## config.mk

```make
export PLATFORM = sky130hd
export DESIGN_NAME = reservation_station_with_alu_flat
export DESIGN_NICKNAME = d
export VERILOG_FILES = /design/src/design/rs_pkg.sv /design/src/design/rs_req_if.sv /design/src/design/rs_rsp_if.sv /design/src/design/rs_alu.sv /design/src/design/rs_entry.sv /design/src/design/reservation_station_with_alu.sv /design/src/flat_wrapper.sv
export SDC_FILE = /design/constraint.sdc
export NUM_CORES = 1
export LEC_CHECK = 0
export BUFFER_PORTS_ARGS = -buffer_cell sky130_fd_sc_hd__clkbuf_2
export CAP_MARGIN = 5
export CORE_MARGIN = 1
export CORE_UTILIZATION = 30
export CTS_BUF_LIST = sky130_fd_sc_hd__clkbuf_4 sky130_fd_sc_hd__clkbuf_8
export CTS_CLUSTER_DIAMETER = 40
export DETAILED_ROUTE_END_ITERATION = 10
export PLACE_DENSITY = 0.42
export SKIP_CTS_REPAIR_TIMING = 1
export SLEW_MARGIN = 20
export SYNTH_ARGS = -nofsm -noshare
export SYNTH_HDL_FRONTEND = slang
export SYNTH_HIERARCHICAL = 1
export SYNTH_SLANG_ARGS = --single-unit
```

## constraint.sdc

```tcl
create_clock -name clk -period 11.7 [get_ports clk]
set_input_delay 1.17 -clock clk [delete_from_list [all_inputs] [get_ports clk]]
set_output_delay 1.17 -clock clk [all_outputs]
set_load 0.03 [all_outputs]
```

## src/design/rs_pkg.sv

```systemverilog
// Shared types and constants for the reservation station and its ALU.
`timescale 1ns / 1ps

package rs_pkg;

	typedef enum logic [1:0] {
		ST_IDLE  = 2'd0,
		ST_WAIT  = 2'd1,
		ST_READY = 2'd2
	} state_t;

	typedef enum logic [1:0] {
		OP_ISSUE = 2'd0,
		OP_BCAST = 2'd1,
		OP_EXEC  = 2'd2,
		OP_NOP   = 2'd3
	} op_t;

	typedef struct packed {
		logic [6:0] opcode;
		logic [2:0] funct3;
		logic       alt;
	} alu_ctrl_t;

	localparam logic [6:0] OPC_ALU    = 7'h33;
	localparam logic [6:0] OPC_BRANCH = 7'h63;

	localparam logic [2:0] F3_ADD  = 3'd0;
	localparam logic [2:0] F3_SLL  = 3'd1;
	localparam logic [2:0] F3_SLT  = 3'd2;
	localparam logic [2:0] F3_SLTU = 3'd3;
	localparam logic [2:0] F3_XOR  = 3'd4;
	localparam logic [2:0] F3_SR   = 3'd5;
	localparam logic [2:0] F3_OR   = 3'd6;
	localparam logic [2:0] F3_AND  = 3'd7;

	localparam logic [2:0] BR_EQ  = 3'd0;
	localparam logic [2:0] BR_NE  = 3'd1;
	localparam logic [2:0] BR_LT  = 3'd4;
	localparam logic [2:0] BR_GE  = 3'd5;
	localparam logic [2:0] BR_LTU = 3'd6;
	localparam logic [2:0] BR_GEU = 3'd7;

endpackage

```

## src/design/rs_req_if.sv

```systemverilog
// Request channel: issue, broadcast or execute words into the station.
`timescale 1ns / 1ps

interface rs_req_if #(parameter int TAG_BITS = 5);
	logic                valid;
	logic                ready;
	logic [1:0]          operation;
	logic [6:0]          opcode;
	logic [2:0]          funct3;
	logic                alt_select;
	logic [TAG_BITS-1:0] dest_tag;
	logic [TAG_BITS-1:0] src1_tag;
	logic [31:0]         src1_value;
	logic [TAG_BITS-1:0] src2_tag;
	logic [31:0]         src2_value;
	logic [TAG_BITS-1:0] bus_tag;
	logic [31:0]         bus_value;

	modport source (
		output valid, operation, opcode, funct3, alt_select, dest_tag,
		       src1_tag, src1_value, src2_tag, src2_value, bus_tag, bus_value,
		input  ready
	);
	modport sink (
		input  valid, operation, opcode, funct3, alt_select, dest_tag,
		       src1_tag, src1_value, src2_tag, src2_value, bus_tag, bus_value,
		output ready
	);
endinterface

```

## src/design/rs_rsp_if.sv

```systemverilog
// Response channel: result bus word and station state after each step.
`timescale 1ns / 1ps

interface rs_rsp_if #(parameter int TAG_BITS = 5);
	logic                valid;
	logic                ready;
	logic                result_valid;
	logic [TAG_BITS-1:0] result_tag;
	logic [31:0]         result_value;
	logic [1:0]          station_state;

	modport source (
		output valid, result_valid, result_tag, result_value, station_state,
		input  ready
	);
	modport sink (
		input  valid, result_valid, result_tag, result_value, station_state,
		output ready
	);
endinterface

```

## src/design/rs_alu.sv

```systemverilog
// RV32I integer ALU and branch comparator for the station entry.
`timescale 1ns / 1ps

module rs_alu (
	input  rs_pkg::alu_ctrl_t ctrl,
	input  logic [31:0]       a,
	input  logic [31:0]       b,
	output logic [31:0]       result
);
	import rs_pkg::*;

	logic [4:0] sh;
	logic       lt_s;
	logic       lt_u;

	always_comb begin
		sh     = b[4:0];
		lt_s   = $signed(a) < $signed(b);
		lt_u   = a < b;
		result = '0;
		if (ctrl.opcode == OPC_BRANCH) begin
			unique case (ctrl.funct3)
				BR_EQ:   result = {31'd0, a == b};
				BR_NE:   result = {31'd0, a != b};
				BR_LT:   result = {31'd0, lt_s};
				BR_GE:   result = {31'd0, !lt_s};
				BR_LTU:  result = {31'd0, lt_u};
				BR_GEU:  result = {31'd0, !lt_u};
				default: result = '0;
			endcase
		end else begin
			unique case (ctrl.funct3)
				F3_ADD:  result = (ctrl.opcode == OPC_ALU && ctrl.alt) ? a - b : a + b;
				F3_SLL:  result = a << sh;
				F3_SLT:  result = {31'd0, lt_s};
				F3_SLTU: result = {31'd0, lt_u};
				F3_XOR:  result = a ^ b;
				F3_SR:   result = ctrl.alt ? $unsigned($signed(a) >>> sh) : a >> sh;
				F3_OR:   result = a | b;
				F3_AND:  result = a & b;
				default: result = '0;
			endcase
		end
	end
endmodule

```

## src/design/rs_entry.sv

```systemverilog
// Station entry: instruction and operand registers, step logic, ALU.
`timescale 1ns / 1ps

module rs_entry #(
	parameter int TAG_BITS = 5
) (
	input  logic                clk,
	input  logic                arst_n,
	input  logic                step,
	input  rs_pkg::op_t         op,
	input  rs_pkg::alu_ctrl_t   ctrl,
	input  logic [TAG_BITS-1:0] dest_tag,
	input  logic [TAG_BITS-1:0] src1_tag,
	input  logic [31:0]         src1_value,
	input  logic [TAG_BITS-1:0] src2_tag,
	input  logic [31:0]         src2_value,
	input  logic [TAG_BITS-1:0] bus_tag,
	input  logic [31:0]         bus_value,
	output logic                res_valid,
	output logic [TAG_BITS-1:0] res_tag,
	output logic [31:0]         res_value,
	output rs_pkg::state_t      state_next
);
	import rs_pkg::*;

	state_t              state_q;
	alu_ctrl_t           ctrl_q;
	logic [TAG_BITS-1:0] dest_q;
	logic [TAG_BITS-1:0] tag1_q;
	logic [TAG_BITS-1:0] tag2_q;
	logic [31:0]         opnd1_q;
	logic [31:0]         opnd2_q;

	alu_ctrl_t           ctrl_d;
	logic [TAG_BITS-1:0] dest_d;
	logic [TAG_BITS-1:0] tag1_d;
	logic [TAG_BITS-1:0] tag2_d;
	logic [31:0]         opnd1_d;
	logic [31:0]         opnd2_d;
	logic                hit1;
	logic                hit2;
	logic [31:0]         alu_out;

	rs_alu u_alu (
		.ctrl   (ctrl_q),
		.a      (opnd1_q),
		.b      (opnd2_q),
		.result (alu_out)
	);

	always_comb begin
		state_next = state_q;
		ctrl_d     = ctrl_q;
		dest_d     = dest_q;
		tag1_d     = tag1_q;
		tag2_d     = tag2_q;
		opnd1_d    = opnd1_q;
		opnd2_d    = opnd2_q;
		res_valid  = 1'b0;
		res_tag    = '0;
		res_value  = '0;
		hit1       = (tag1_q != '0) && (tag1_q == bus_tag);
		hit2       = (tag2_q != '0) && (tag2_q == bus_tag);
		unique case (op)
			OP_ISSUE: begin
				if (state_q == ST_IDLE) begin
					ctrl_d = ctrl;
					dest_d = dest_tag;
					tag1_d = src1_tag;
					tag2_d = src2_tag;
					if (src1_tag == '0) opnd1_d = src1_value;
					if (src2_tag == '0) opnd2_d = src2_value;
					state_next = (src1_tag == '0 && src2_tag == '0) ? ST_READY : ST_WAIT;
				end
			end
			OP_BCAST: begin
				if (state_q == ST_WAIT) begin
					if (hit1) begin
						opnd1_d = bus_value;
						tag1_d  = '0;
					end
					if (hit2) begin
						opnd2_d = bus_value;
						tag2_d  = '0;
					end
					if (tag1_d == '0 && tag2_d == '0) state_next = ST_READY;
				end
			end
			OP_EXEC: begin
				if (state_q == ST_READY) begin
					res_valid  = 1'b1;
					res_tag    = dest_q;
					res_value  = alu_out;
					state_next = ST_IDLE;
				end
			end
			default: ;
		endcase
	end

	always_ff @(posedge clk or negedge arst_n) begin
		if (!arst_n) begin
			state_q <= ST_IDLE;
			ctrl_q  <= '0;
			dest_q  <= '0;
			tag1_q  <= '0;
			tag2_q  <= '0;
		end else if (step) begin
			state_q <= state_next;
			ctrl_q  <= ctrl_d;
			dest_q  <= dest_d;
			tag1_q  <= tag1_d;
			tag2_q  <= tag2_d;
		end
	end

	always_ff @(posedge clk) begin
		if (step) begin
			opnd1_q <= opnd1_d;
			opnd2_q <= opnd2_d;
		end
	end

`ifndef SYNTH
	a_ready_no_wait: assert property (@(posedge clk) disable iff (!arst_n)
		state_q == ST_READY |-> (tag1_q == '0 && tag2_q == '0))
		else $error("ready entry still waits on a tag");
	a_wait_has_tag: assert property (@(posedge clk) disable iff (!arst_n)
		state_q == ST_WAIT |-> (tag1_q != '0 || tag2_q != '0))
		else $error("waiting entry has no pending tag");
	a_exec_frees: assert property (@(posedge clk) disable iff (!arst_n)
		(step && op == OP_EXEC && state_q == ST_READY) |=> state_q == ST_IDLE)
		else $error("execute did not free the entry");
`endif
endmodule

```

## src/design/reservation_station_with_alu.sv

```systemverilog
// Top level: input register, reservation station entry, output register.
// A word accepted into the input register passes through the entry into the
// output register, whose contents the host sees on rsp. Throughput: one word
// per cycle while rsp is not stalled; the entry state and the output register
// advance together, so each word sees the state left by the one before.
// Reset (arst_n low, asynchronous): entry idle, tags and control cleared,
// both pipeline stages empty; operand values are not cleared.
`timescale 1ns / 1ps

module reservation_station_with_alu #(
	parameter int TAG_BITS = 5
) (
	input  logic      clk,
	input  logic      arst_n,
	rs_req_if.sink    req,
	rs_rsp_if.source  rsp
);
	import rs_pkg::*;

	// Input register: one word waiting for the entry.
	logic                valid_s1;
	op_t                 op_s1;
	alu_ctrl_t           ctrl_s1;
	logic [TAG_BITS-1:0] dest_s1;
	logic [TAG_BITS-1:0] tag1_s1;
	logic [31:0]         val1_s1;
	logic [TAG_BITS-1:0] tag2_s1;
	logic [31:0]         val2_s1;
	logic [TAG_BITS-1:0] btag_s1;
	logic [31:0]         bval_s1;

	// Output register: the response word for the host.
	logic                valid_s2;
	logic                rvalid_s2;
	logic [TAG_BITS-1:0] rtag_s2;
	logic [31:0]         rvalue_s2;
	state_t              rstate_s2;

	logic                out_adv;
	logic                step;
	logic                accept;
	logic                res_valid;
	logic [TAG_BITS-1:0] res_tag;
	logic [31:0]         res_value;
	state_t              state_next;

	// The output stage moves whenever it is empty or being drained; the
	// input stage can then hand its word over and take a new one the same cycle.
	assign out_adv   = !valid_s2 || rsp.ready;
	assign step      = valid_s1 && out_adv;
	assign req.ready = !valid_s1 || out_adv;
	assign accept    = req.valid && req.ready;

	always_ff @(posedge clk or negedge arst_n) begin
		if (!arst_n) begin
			valid_s1 <= 1'b0;
		end else if (accept) begin
			valid_s1 <= 1'b1;
		end else if (step) begin
			valid_s1 <= 1'b0;
		end
	end

	// Capture the request payload; hold it while the output is stalled.
	always_ff @(posedge clk) begin
		if (accept) begin
			op_s1   <= op_t'(req.operation);
			ctrl_s1 <= '{opcode: req.opcode, funct3: req.funct3, alt: req.alt_select};
			dest_s1 <= req.dest_tag;
			tag1_s1 <= req.src1_tag;
			val1_s1 <= req.src1_value;
			tag2_s1 <= req.src2_tag;
			val2_s1 <= req.src2_value;
			btag_s1 <= req.bus_tag;
			bval_s1 <= req.bus_value;
		end
	end

	// Entry: updates its state on step and computes the response.
	rs_entry #(.TAG_BITS(TAG_BITS)) u_entry (
		.clk        (clk),
		.arst_n     (arst_n),
		.step       (step),
		.op         (op_s1),
		.ctrl       (ctrl_s1),
		.dest_tag   (dest_s1),
		.src1_tag   (tag1_s1),
		.src1_value (val1_s1),
		.src2_tag   (tag2_s1),
		.src2_value (val2_s1),
		.bus_tag    (btag_s1),
		.bus_value  (bval_s1),
		.res_valid  (res_valid),
		.res_tag    (res_tag),
		.res_value  (res_value),
		.state_next (state_next)
	);

	always_ff @(posedge clk or negedge arst_n) begin
		if (!arst_n) begin
			valid_s2 <= 1'b0;
		end else if (out_adv) begin
			valid_s2 <= valid_s1;
		end
	end

	// Advance the response word; drop nothing while the host stalls.
	always_ff @(posedge clk) begin
		if (step) begin
			rvalid_s2 <= res_valid;
			rtag_s2   <= res_tag;
			rvalue_s2 <= res_value;
			rstate_s2 <= state_next;
		end
	end

	assign rsp.valid         = valid_s2;
	assign rsp.result_valid  = rvalid_s2;
	assign rsp.result_tag    = rtag_s2;
	assign rsp.result_value  = rvalue_s2;
	assign rsp.station_state = rstate_s2;

`ifndef SYNTH
	a_exec_leaves_idle: assert property (@(posedge clk) disable iff (!arst_n)
		(valid_s2 && rvalid_s2) |-> rstate_s2 == ST_IDLE)
		else $error("executed word does not report an idle entry");
	a_no_result_zero: assert property (@(posedge clk) disable iff (!arst_n)
		(valid_s2 && !rvalid_s2) |-> (rtag_s2 == '0 && rvalue_s2 == '0))
		else $error("word without result carries a tag or value");
	a_s1_held: assert property (@(posedge clk) disable iff (!arst_n)
		(valid_s1 && !out_adv) |=> (valid_s1 && $stable(op_s1) && $stable(bval_s1)))
		else $error("input register lost a stalled word");
`endif
endmodule
```

## src/flat_wrapper.sv

```systemverilog
// flat-port wrapper written by rule: the top's interface ports become plain ports
module reservation_station_with_alu_flat import rs_pkg::*;
#(
	parameter int TAG_BITS = 5
)
  (clk, arst_n, req_valid, req_operation, req_opcode, req_funct3, req_alt_select, req_dest_tag, req_src1_tag, req_src1_value, req_src2_tag, req_src2_value, req_bus_tag, req_bus_value, req_ready, rsp_valid, rsp_result_valid, rsp_result_tag, rsp_result_value, rsp_station_state, rsp_ready);
  rs_req_if #(.TAG_BITS(TAG_BITS)) req_i ();
  rs_rsp_if #(.TAG_BITS(TAG_BITS)) rsp_i ();
  input  logic clk;
  input  logic arst_n;
  input wire logic [$bits(req_i.valid)-1:0] req_valid;
  input wire logic [$bits(req_i.operation)-1:0] req_operation;
  input wire logic [$bits(req_i.opcode)-1:0] req_opcode;
  input wire logic [$bits(req_i.funct3)-1:0] req_funct3;
  input wire logic [$bits(req_i.alt_select)-1:0] req_alt_select;
  input wire logic [$bits(req_i.dest_tag)-1:0] req_dest_tag;
  input wire logic [$bits(req_i.src1_tag)-1:0] req_src1_tag;
  input wire logic [$bits(req_i.src1_value)-1:0] req_src1_value;
  input wire logic [$bits(req_i.src2_tag)-1:0] req_src2_tag;
  input wire logic [$bits(req_i.src2_value)-1:0] req_src2_value;
  input wire logic [$bits(req_i.bus_tag)-1:0] req_bus_tag;
  input wire logic [$bits(req_i.bus_value)-1:0] req_bus_value;
  output wire logic [$bits(req_i.ready)-1:0] req_ready;
  output wire logic [$bits(rsp_i.valid)-1:0] rsp_valid;
  output wire logic [$bits(rsp_i.result_valid)-1:0] rsp_result_valid;
  output wire logic [$bits(rsp_i.result_tag)-1:0] rsp_result_tag;
  output wire logic [$bits(rsp_i.result_value)-1:0] rsp_result_value;
  output wire logic [$bits(rsp_i.station_state)-1:0] rsp_station_state;
  input wire logic [$bits(rsp_i.ready)-1:0] rsp_ready;
  assign req_i.valid = req_valid;
  assign req_i.operation = req_operation;
  assign req_i.opcode = req_opcode;
  assign req_i.funct3 = req_funct3;
  assign req_i.alt_select = req_alt_select;
  assign req_i.dest_tag = req_dest_tag;
  assign req_i.src1_tag = req_src1_tag;
  assign req_i.src1_value = req_src1_value;
  assign req_i.src2_tag = req_src2_tag;
  assign req_i.src2_value = req_src2_value;
  assign req_i.bus_tag = req_bus_tag;
  assign req_i.bus_value = req_bus_value;
  assign req_ready = req_i.ready;
  assign rsp_valid = rsp_i.valid;
  assign rsp_result_valid = rsp_i.result_valid;
  assign rsp_result_tag = rsp_i.result_tag;
  assign rsp_result_value = rsp_i.result_value;
  assign rsp_station_state = rsp_i.station_state;
  assign rsp_i.ready = rsp_ready;
  reservation_station_with_alu #(.TAG_BITS(TAG_BITS)) u_core (.clk(clk), .arst_n(arst_n), .req(req_i), .rsp(rsp_i));
endmodule
```

# Word level (Yosys, flattened, before mapping)
# Index checks and enable logic that the tools add are counted.
dict set report classes {
  eq_ne 23
  bitwise 3
  n_lt_le_gt_ge 2
  n_reduce_logical 29
  shift 3
  mux 36
  add_sub_neg 2
}
# cell count
set ops {}
lappend ops {{$mux W32} 11}
lappend ops {{$pmux W32 S8} 1}
lappend ops {{$pmux W32 S2} 2}
lappend ops {{$lt A32 B32 Y1} 2}
lappend ops {{$mux W5} 10}
lappend ops {{$add A32 B32 Y32} 1}
lappend ops {{$and A32 B32 Y32} 1}
lappend ops {{$eq A32 B32 Y1} 1}
lappend ops {{$ne A32 B32 Y1} 1}
lappend ops {{$or A32 B32 Y32} 1}
lappend ops {{$shl A32 B5 Y32} 1}
lappend ops {{$shr A32 B5 Y32} 1}
lappend ops {{$sshr A32 B5 Y32} 1}
lappend ops {{$sub A32 B32 Y32} 1}
lappend ops {{$xor A32 B32 Y32} 1}
lappend ops {{$logic_not A5 Y1} 4}
lappend ops {{$pmux W5 S2} 2}
lappend ops {{$eq A3 B3 Y1 const B} 4}
lappend ops {{$ne A2 B2 Y1 const B} 6}
lappend ops {{$reduce_and A6 Y1} 2}
lappend ops {{$eq A5 B5 Y1} 2}
lappend ops {{$mux W2} 5}
lappend ops {{$reduce_bool A5 Y1} 2}
lappend ops {{$eq A7 B6 Y1 const B} 1}
lappend ops {{other kinds (17)} 34}
dict set report totals {
  input_bits 133
  register_bits 263
  word_cells 124
  output_inout_bits 42
}

# Logic depth before layout (Yosys ltp)
dict set report depth {
  word_depth 10
  depth_mapped 16
  depth_no_buf 14
}

# Cells and area by module
# The synthesis kept the hierarchy.
# module seq_area_each_um2 cells_per_inst area_per_inst_um2 instances
set modules_own_cells {}
lappend modules_own_cells {rs_alu 0.0 1300 8979.9 1}
lappend modules_own_cells {reservation_station_with_alu 5124.9 177 5178.7 1}
lappend modules_own_cells {rs_entry 2622.5 395 4212.8 1}

# Worst setup path after synthesis
# Ideal clock, no wire load.
dict set report synth_path {
  path_type {input to register}
  startpoint {input rsp_ready}
  endpoint {register u_core.u_entry.opnd2_q[0], enable pin}
  setup_ps 425
  n_path_buf 0
  slack_ps 6648
  arrival_ps 4627
  required_time_ps 11275
  stages 6
  cell_sequence {nand2b_1 and2_1 nor4b_1 nor4b_1 nor2_1 nor2b_1}
}
dict set report synth_via {
  elab_chain_cells 3
}
# element line
set synth_rtl {}
lappend synth_rtl {{from (decl)} flat_wrapper.sv:29} ;# input wire logic [$bits(rsp_i.ready)-1:0] rsp_ready;
lappend synth_rtl {{$logic_or A1 B1 Y1} reservation_station_with_alu.sv:49} ;# assign out_adv = !valid_s2 || rsp.ready;
lappend synth_rtl {{$logic_and A1 B1 Y1} reservation_station_with_alu.sv:50} ;# assign step = valid_s1 && out_adv;
lappend synth_rtl {{named net u_core.step} reservation_station_with_alu.sv:40} ;# logic step;
lappend synth_rtl {{$reduce_and A6 Y1 (no source line)} n/a}
lappend synth_rtl {{to (signal assigned)} rs_entry.sv:120} ;# opnd2_q <= opnd2_d;
lappend synth_rtl {{to (decl)} rs_entry.sv:32} ;# logic [31:0] opnd2_q;
# The timed path passes the listed nets, and every way through them passes these cells.
# A chain may end at the register's enable or synchronous reset.

# Final worst setup path
dict set report layout_path {
  startpoint {register u_core.u_entry.opnd2_q[4]}
  endpoint {register u_core.rvalue_s2[24] (netlist: u_core/rsp.result_value[24]) (data pin)}
}
dict set report layout_via {
  elab_chain_cells 4
  elab_cells_between_ends 9
  cone_classes {2 x add/sub; 3 x shift; 4 x mux}
}
# element line
set layout_rtl {}
lappend layout_rtl {{$add A32 B32 Y32 (tied with other cells)} rs_alu.sv:33} ;# F3_ADD: result = (ctrl.opcode == OPC_ALU && ctrl.alt) ? a - b : a + b;
lappend layout_rtl {{$mux W32 (on tied branches)} {rs_alu.sv:33, rs_alu.sv:38}}
lappend layout_rtl {{$pmux W32 S8 *} rs_alu.sv:32} ;# unique case (ctrl.funct3)
lappend layout_rtl {{$mux W32 *} rs_alu.sv:21} ;# if (ctrl.opcode == OPC_BRANCH) begin
lappend layout_rtl {{named net u_core.u_entry.alu_out[24]} rs_entry.sv:42} ;# logic [31:0] alu_out;
lappend layout_rtl {{to (signal assigned)} reservation_station_with_alu.sv:112} ;# rvalue_s2 <= res_value;
lappend layout_rtl {{to (decl)} reservation_station_with_alu.sv:36} ;# logic [31:0] rvalue_s2;
# The timed path passes the listed nets; every way through them passes the cells marked *.

==> qor.txt <==
PLACEMENT
------------------------------------------------------------------------------------------
Routability-driven placement congestion ratio                                       0.9578
Setup Slack @ Placement                                                           6.641 ns
Count of port buffers added during placement                                           174
DPL Wire Length                                                                   51330 um
Placed Area                                                                    19910 sq um

SYNTH
------------------------------------------------------------------------------------------
Mean instance size in the synthesized netlist                                  9.814 sq um
Synthesized net count                                                                 2104
Most frequent cells after synthesis                                           sky130_fd_sc_hd__nand2_1, sky130_fd_sc_hd__edfxtp_1, sky130_fd_sc_hd__nor2_1
Cell count after synthesis                                                            1872
Dominant register cell in the synthesized netlist                             sky130_fd_sc_hd__edfxtp_1
Largest area contributor in the netlist                                       sky130_fd_sc_hd__edfxtp_1
Fraction of post-synthesis cell area in the top cell type by area                   0.3808
Library cell with the highest instance count after synthesis                  sky130_fd_sc_hd__nand2_1
Leading post-synthesis cells by cell area                                     sky130_fd_sc_hd__edfxtp_1, sky130_fd_sc_hd__mux4_2, sky130_fd_sc_hd__ha_1
Seq cells post-synth                                                                   263
Cell area after technology mapping                                             18370 sq um
Synthesized-area fraction occupied by and/or/nand/nor cells                         0.1536
Share of the synthesized netlist area taken by xor and xnor gates                  0.01812
Fraction of the mapped netlist area in compound gates                               0.1820
Proportion of synthesized area in mux cells                                         0.1039
Sequential element share of the synthesized area                                    0.4217
Total of warnings raised by yosys                                                        6
Share of synthesized cell area in full adder, half adder and majority cells        0.06824
Share of synthesized registers carrying an async set or reset                       0.1141
Post-synth EDFFs                                                                       233
Combinational family with the most area after synthesis                       compound AO/OA/AOI/OAI gates
Count of cell types in the netlist                                                      98

GLOBAL ROUTE
------------------------------------------------------------------------------------------
Met2 routing resource usage after global routing                                    0.3280
GR Util met3                                                                       0.04130
Highest-utilization routing layer at the global route stage                           met2
Initial antenna violation count                                                          2
Global-route usage over all layers                                                  0.2167
Global routing usage on met1                                                        0.3100
Overflow left after global routing                                                       0
Pin count of the biggest net entering global routing                                    82
Via count of the first global-routing pass                                           15420
First-pass GRT wire length                                                       101200 um

CLOCK TREE
------------------------------------------------------------------------------------------
CTS H-tree depth                                                                         2
Clock tree from TritonCTS                                                              yes
Latest clock arrival within the worst-skew pair                                    0.64 ns
Clock-pin transition on the worst setup and hold timing paths                      0.06 ns
Number of CTS-inserted buffers                                                          51
Clock Sink Count                                                                       263
Master cell of the clock root buffer                                          sky130_fd_sc_hd__clkbuf_8
CTS Buffer Depth                                                                         3

TIMING
------------------------------------------------------------------------------------------
Final TNS setup                                                                       0 ns
Period Utilization, post-route                                                      0.4494
Worst slew margin                                                                   0.2756
Final hold violation count                                                               0
Worst setup skew after layout                                                   0.04362 ns
RSZ-0062 raised after global routing                                                 false
Worst-Margin Slew                                                                 1.080 ns
Final-report setup violation count                                                       0
Post-layout worst setup margin                                                    6.442 ns
Min cycle time layout                                                             5.258 ns
Final Slew Violations                                                                    0
Peak clock frequency supported by timing                                         190.2 MHz

CRITICAL PATH
------------------------------------------------------------------------------------------
Library cell contributing the largest single delay on the critical path       sky130_fd_sc_hd__clkinv_1
Start of the worst register-to-register path                                  u_core/u_entry/opnd2_q[4]
Critical Path Source Type                                                             flop
Worst reg-to-reg setup slack                                                       6.44 ns
Number of gates on the worst path with buffers counted                                  13
Destination of the worst register-to-register timing path                     u_core/rsp.result_value[24]
Cell class contributing the biggest share of worst-path delay                 compound AO/OA/AOI/OAI gates
R2R cell count                                                                          13
Chain of cells forming the critical path                                      buf_4 -> clkinv_1 -> ha_1 -> nand2_1 -> o211ai_2 -> a2111oi_2 -> o41ai_2 -> a21oi_2 -> o311ai_0 -> o21ai_1 -> xnor2_1 -> a211oi_1 -> and2_1
Data arrival time at the worst-slack endpoint                                      5.62 ns
Worst path buffer plus inverter count                                                    2
Peak per-stage delay on the critical path                                          0.88 ns
Worst Setup Path Type                                                         flop to flop
Required time of the critical path                                                12.06 ns
CP Max Fanout                                                                           57
Type of destination of the critical path                                              flop

WORST HOLD PATH
------------------------------------------------------------------------------------------
Worst Min Path Start                                                          u_core/ctrl_s1[1]
Hold path depth                                                                          1
Worst hold path type                                                          flop to flop
Worst hold path endpoint                                                      u_core/u_entry/ctrl_q[1]

FINAL LAYOUT
------------------------------------------------------------------------------------------
Cell area after layout                                                         21060 sq um
Share of cells above drive strength 1                                               0.2037
Filler instances                                                                      6214
Final #Nets                                                                           2228
Area growth from synthesis to layout                                                14.66%

DIE
------------------------------------------------------------------------------------------
Initial core utilization                                                            0.3038
DIE HEIGHT                                                                        249.5 um
Standard-cell row count                                                                 90
Overall die width                                                                 249.5 um
Area of the die                                                                62230 sq um
Floorplan core area                                                            60470 sq um
Num ports                                                                              175

DETAILED ROUTING
------------------------------------------------------------------------------------------
Avg Vias per Cell                                                                    5.512
Total wirelength of the detailed-routed design                                    68350 um
Number of DRC violations after detailed-routing iteration 0                           1468
Detail Route Antenna Nets                                                                0
Number of remaining DRC errors                                                           0
Via count of the routed design                                                       15550
Drt wl/cell                                                                       24.23 um
First-pass detailed-route iteration total                                                6

POWER AND IR DROP
------------------------------------------------------------------------------------------
Peak supply drop                                                                0.08138 mV
Total leakage power                                                               8.565 nW
Power Density                                                                 157.4 nW/um^2

RUN STATUS
------------------------------------------------------------------------------------------
Status                                                                        finished, final reports clean

RUN
------------------------------------------------------------------------------------------
Max-capacitance violation count                                                          0

[state kept, by name, summed over array words and instances (netlist names), 11 cells and up]
signal / count
u_core/u_entry/opnd2_q: 32
u_core/val1_s1: 32
u_core/u_entry/opnd1_q: 32
u_core/val2_s1: 32
u_core/ctrl_s1: 11
u_core/bval_s1: 32
u_core/u_entry/ctrl_q: 11
u_core/rsp.result_value: 32
[routing by layer]
metal | up-vias | wire length (um)
li1 | 7117 | -
met1 | 7701 | 31650
met2 | 626 | 29830
met3 | 105 | 4923
met4 | 0 | 1940
met5 | - | 0
[area by class of cell]
cell class,count,area [sq um],area share
Clock buffer,69,868.3,0.04122
Tap cell,782,978.4,0.04645
Multi-Input combinational cell,1373,9709,0.4609
Antenna cell,2,5.005,0.0002376
Clock inverter,25,242.7,0.01152
Timing Repair Buffer,205,1129,0.05358
Inverter,102,382.9,0.01818
Sequential cell,263,7749,0.3679
[worst max-delay path by stage]
stage / slack [ns] / end / start
floorplan: 6.65 / u_core/u_entry/opnd2_q[0] / rsp_ready
global placement: 6.76 / u_core/rsp.result_value[24] / u_core/u_entry/opnd2_q[4]
global route: 6.18 / u_core/rsp.result_value[24] / u_core/u_entry/opnd2_q[4]
detailed placement: 6.64 / u_core/rsp.result_value[24] / u_core/u_entry/opnd2_q[4]
CTS: 6.56 / u_core/rsp.result_value[24] / u_core/u_entry/opnd2_q[4]
finish: 6.44 / u_core/rsp.result_value[24] / u_core/u_entry/opnd2_q[4]
[logic make-up (layout without fill, tap and decap cells)]
logic type                 after synthesis  after routing
DFF                                    263            263
buffers and inverters                  236            401
other                                    0              2
AOI/OAI and AO/OA                      494            494
adders and majority gates               99             99
muxes                                  120            120
and+or+nand+nor                        622            622
xor gates and xnor gates                38             38
[layout by cell type (no fill, tap or decap), types with 20 or more instances in the layout]
master                     netlist  layout
sky130_fd_sc_hd__mux4_2         54      54
sky130_fd_sc_hd__nand2_1       256     256
sky130_fd_sc_hd__a21oi_1       136     136
sky130_fd_sc_hd__buf_4           5      29
sky130_fd_sc_hd__edfxtp_1      233     233
sky130_fd_sc_hd__nor3_1         32      30
sky130_fd_sc_hd__ha_1           97      97
sky130_fd_sc_hd__xnor2_1        29      29
sky130_fd_sc_hd__nor2_1        182     182
sky130_fd_sc_hd__inv_1          99      99
sky130_fd_sc_hd__a211oi_1       47      47
sky130_fd_sc_hd__o21ai_0        99      99
sky130_fd_sc_hd__mux2i_1        40      40
sky130_fd_sc_hd__dfrtp_1        30      29
sky130_fd_sc_hd__a211o_1        20      20
sky130_fd_sc_hd__mux2_2         26      26
sky130_fd_sc_hd__clkbuf_2        1     174
sky130_fd_sc_hd__o211ai_1       20      20
sky130_fd_sc_hd__and2_1         40      39
sky130_fd_sc_hd__clkbuf_8        0      56
[through the flow]
step	hold slack (ns)	utilization	total power [mW]	cells
2_1_floorplan	0.4538	-	1.909	1872
3_3_place_gp	0.4589	0.3292	2.331	2723
3_5_place_dp	0.4651	0.3292	2.334	2723
4_1_cts	0.4470	0.3476	3.345	2817
5_1_grt	0.4206	0.3483	3.493	2821
6_report	0.4456	0.3483	3.316	2821
[power by group]
part / total, mW / internal (mW) / switching [mW]
sequential: 1.23 / 1.14 / 0.0900
clock: 0.988 / 0.575 / 0.413
combinational: 1.10 / 0.377 / 0.721
(Power assumes the default switching activity.)
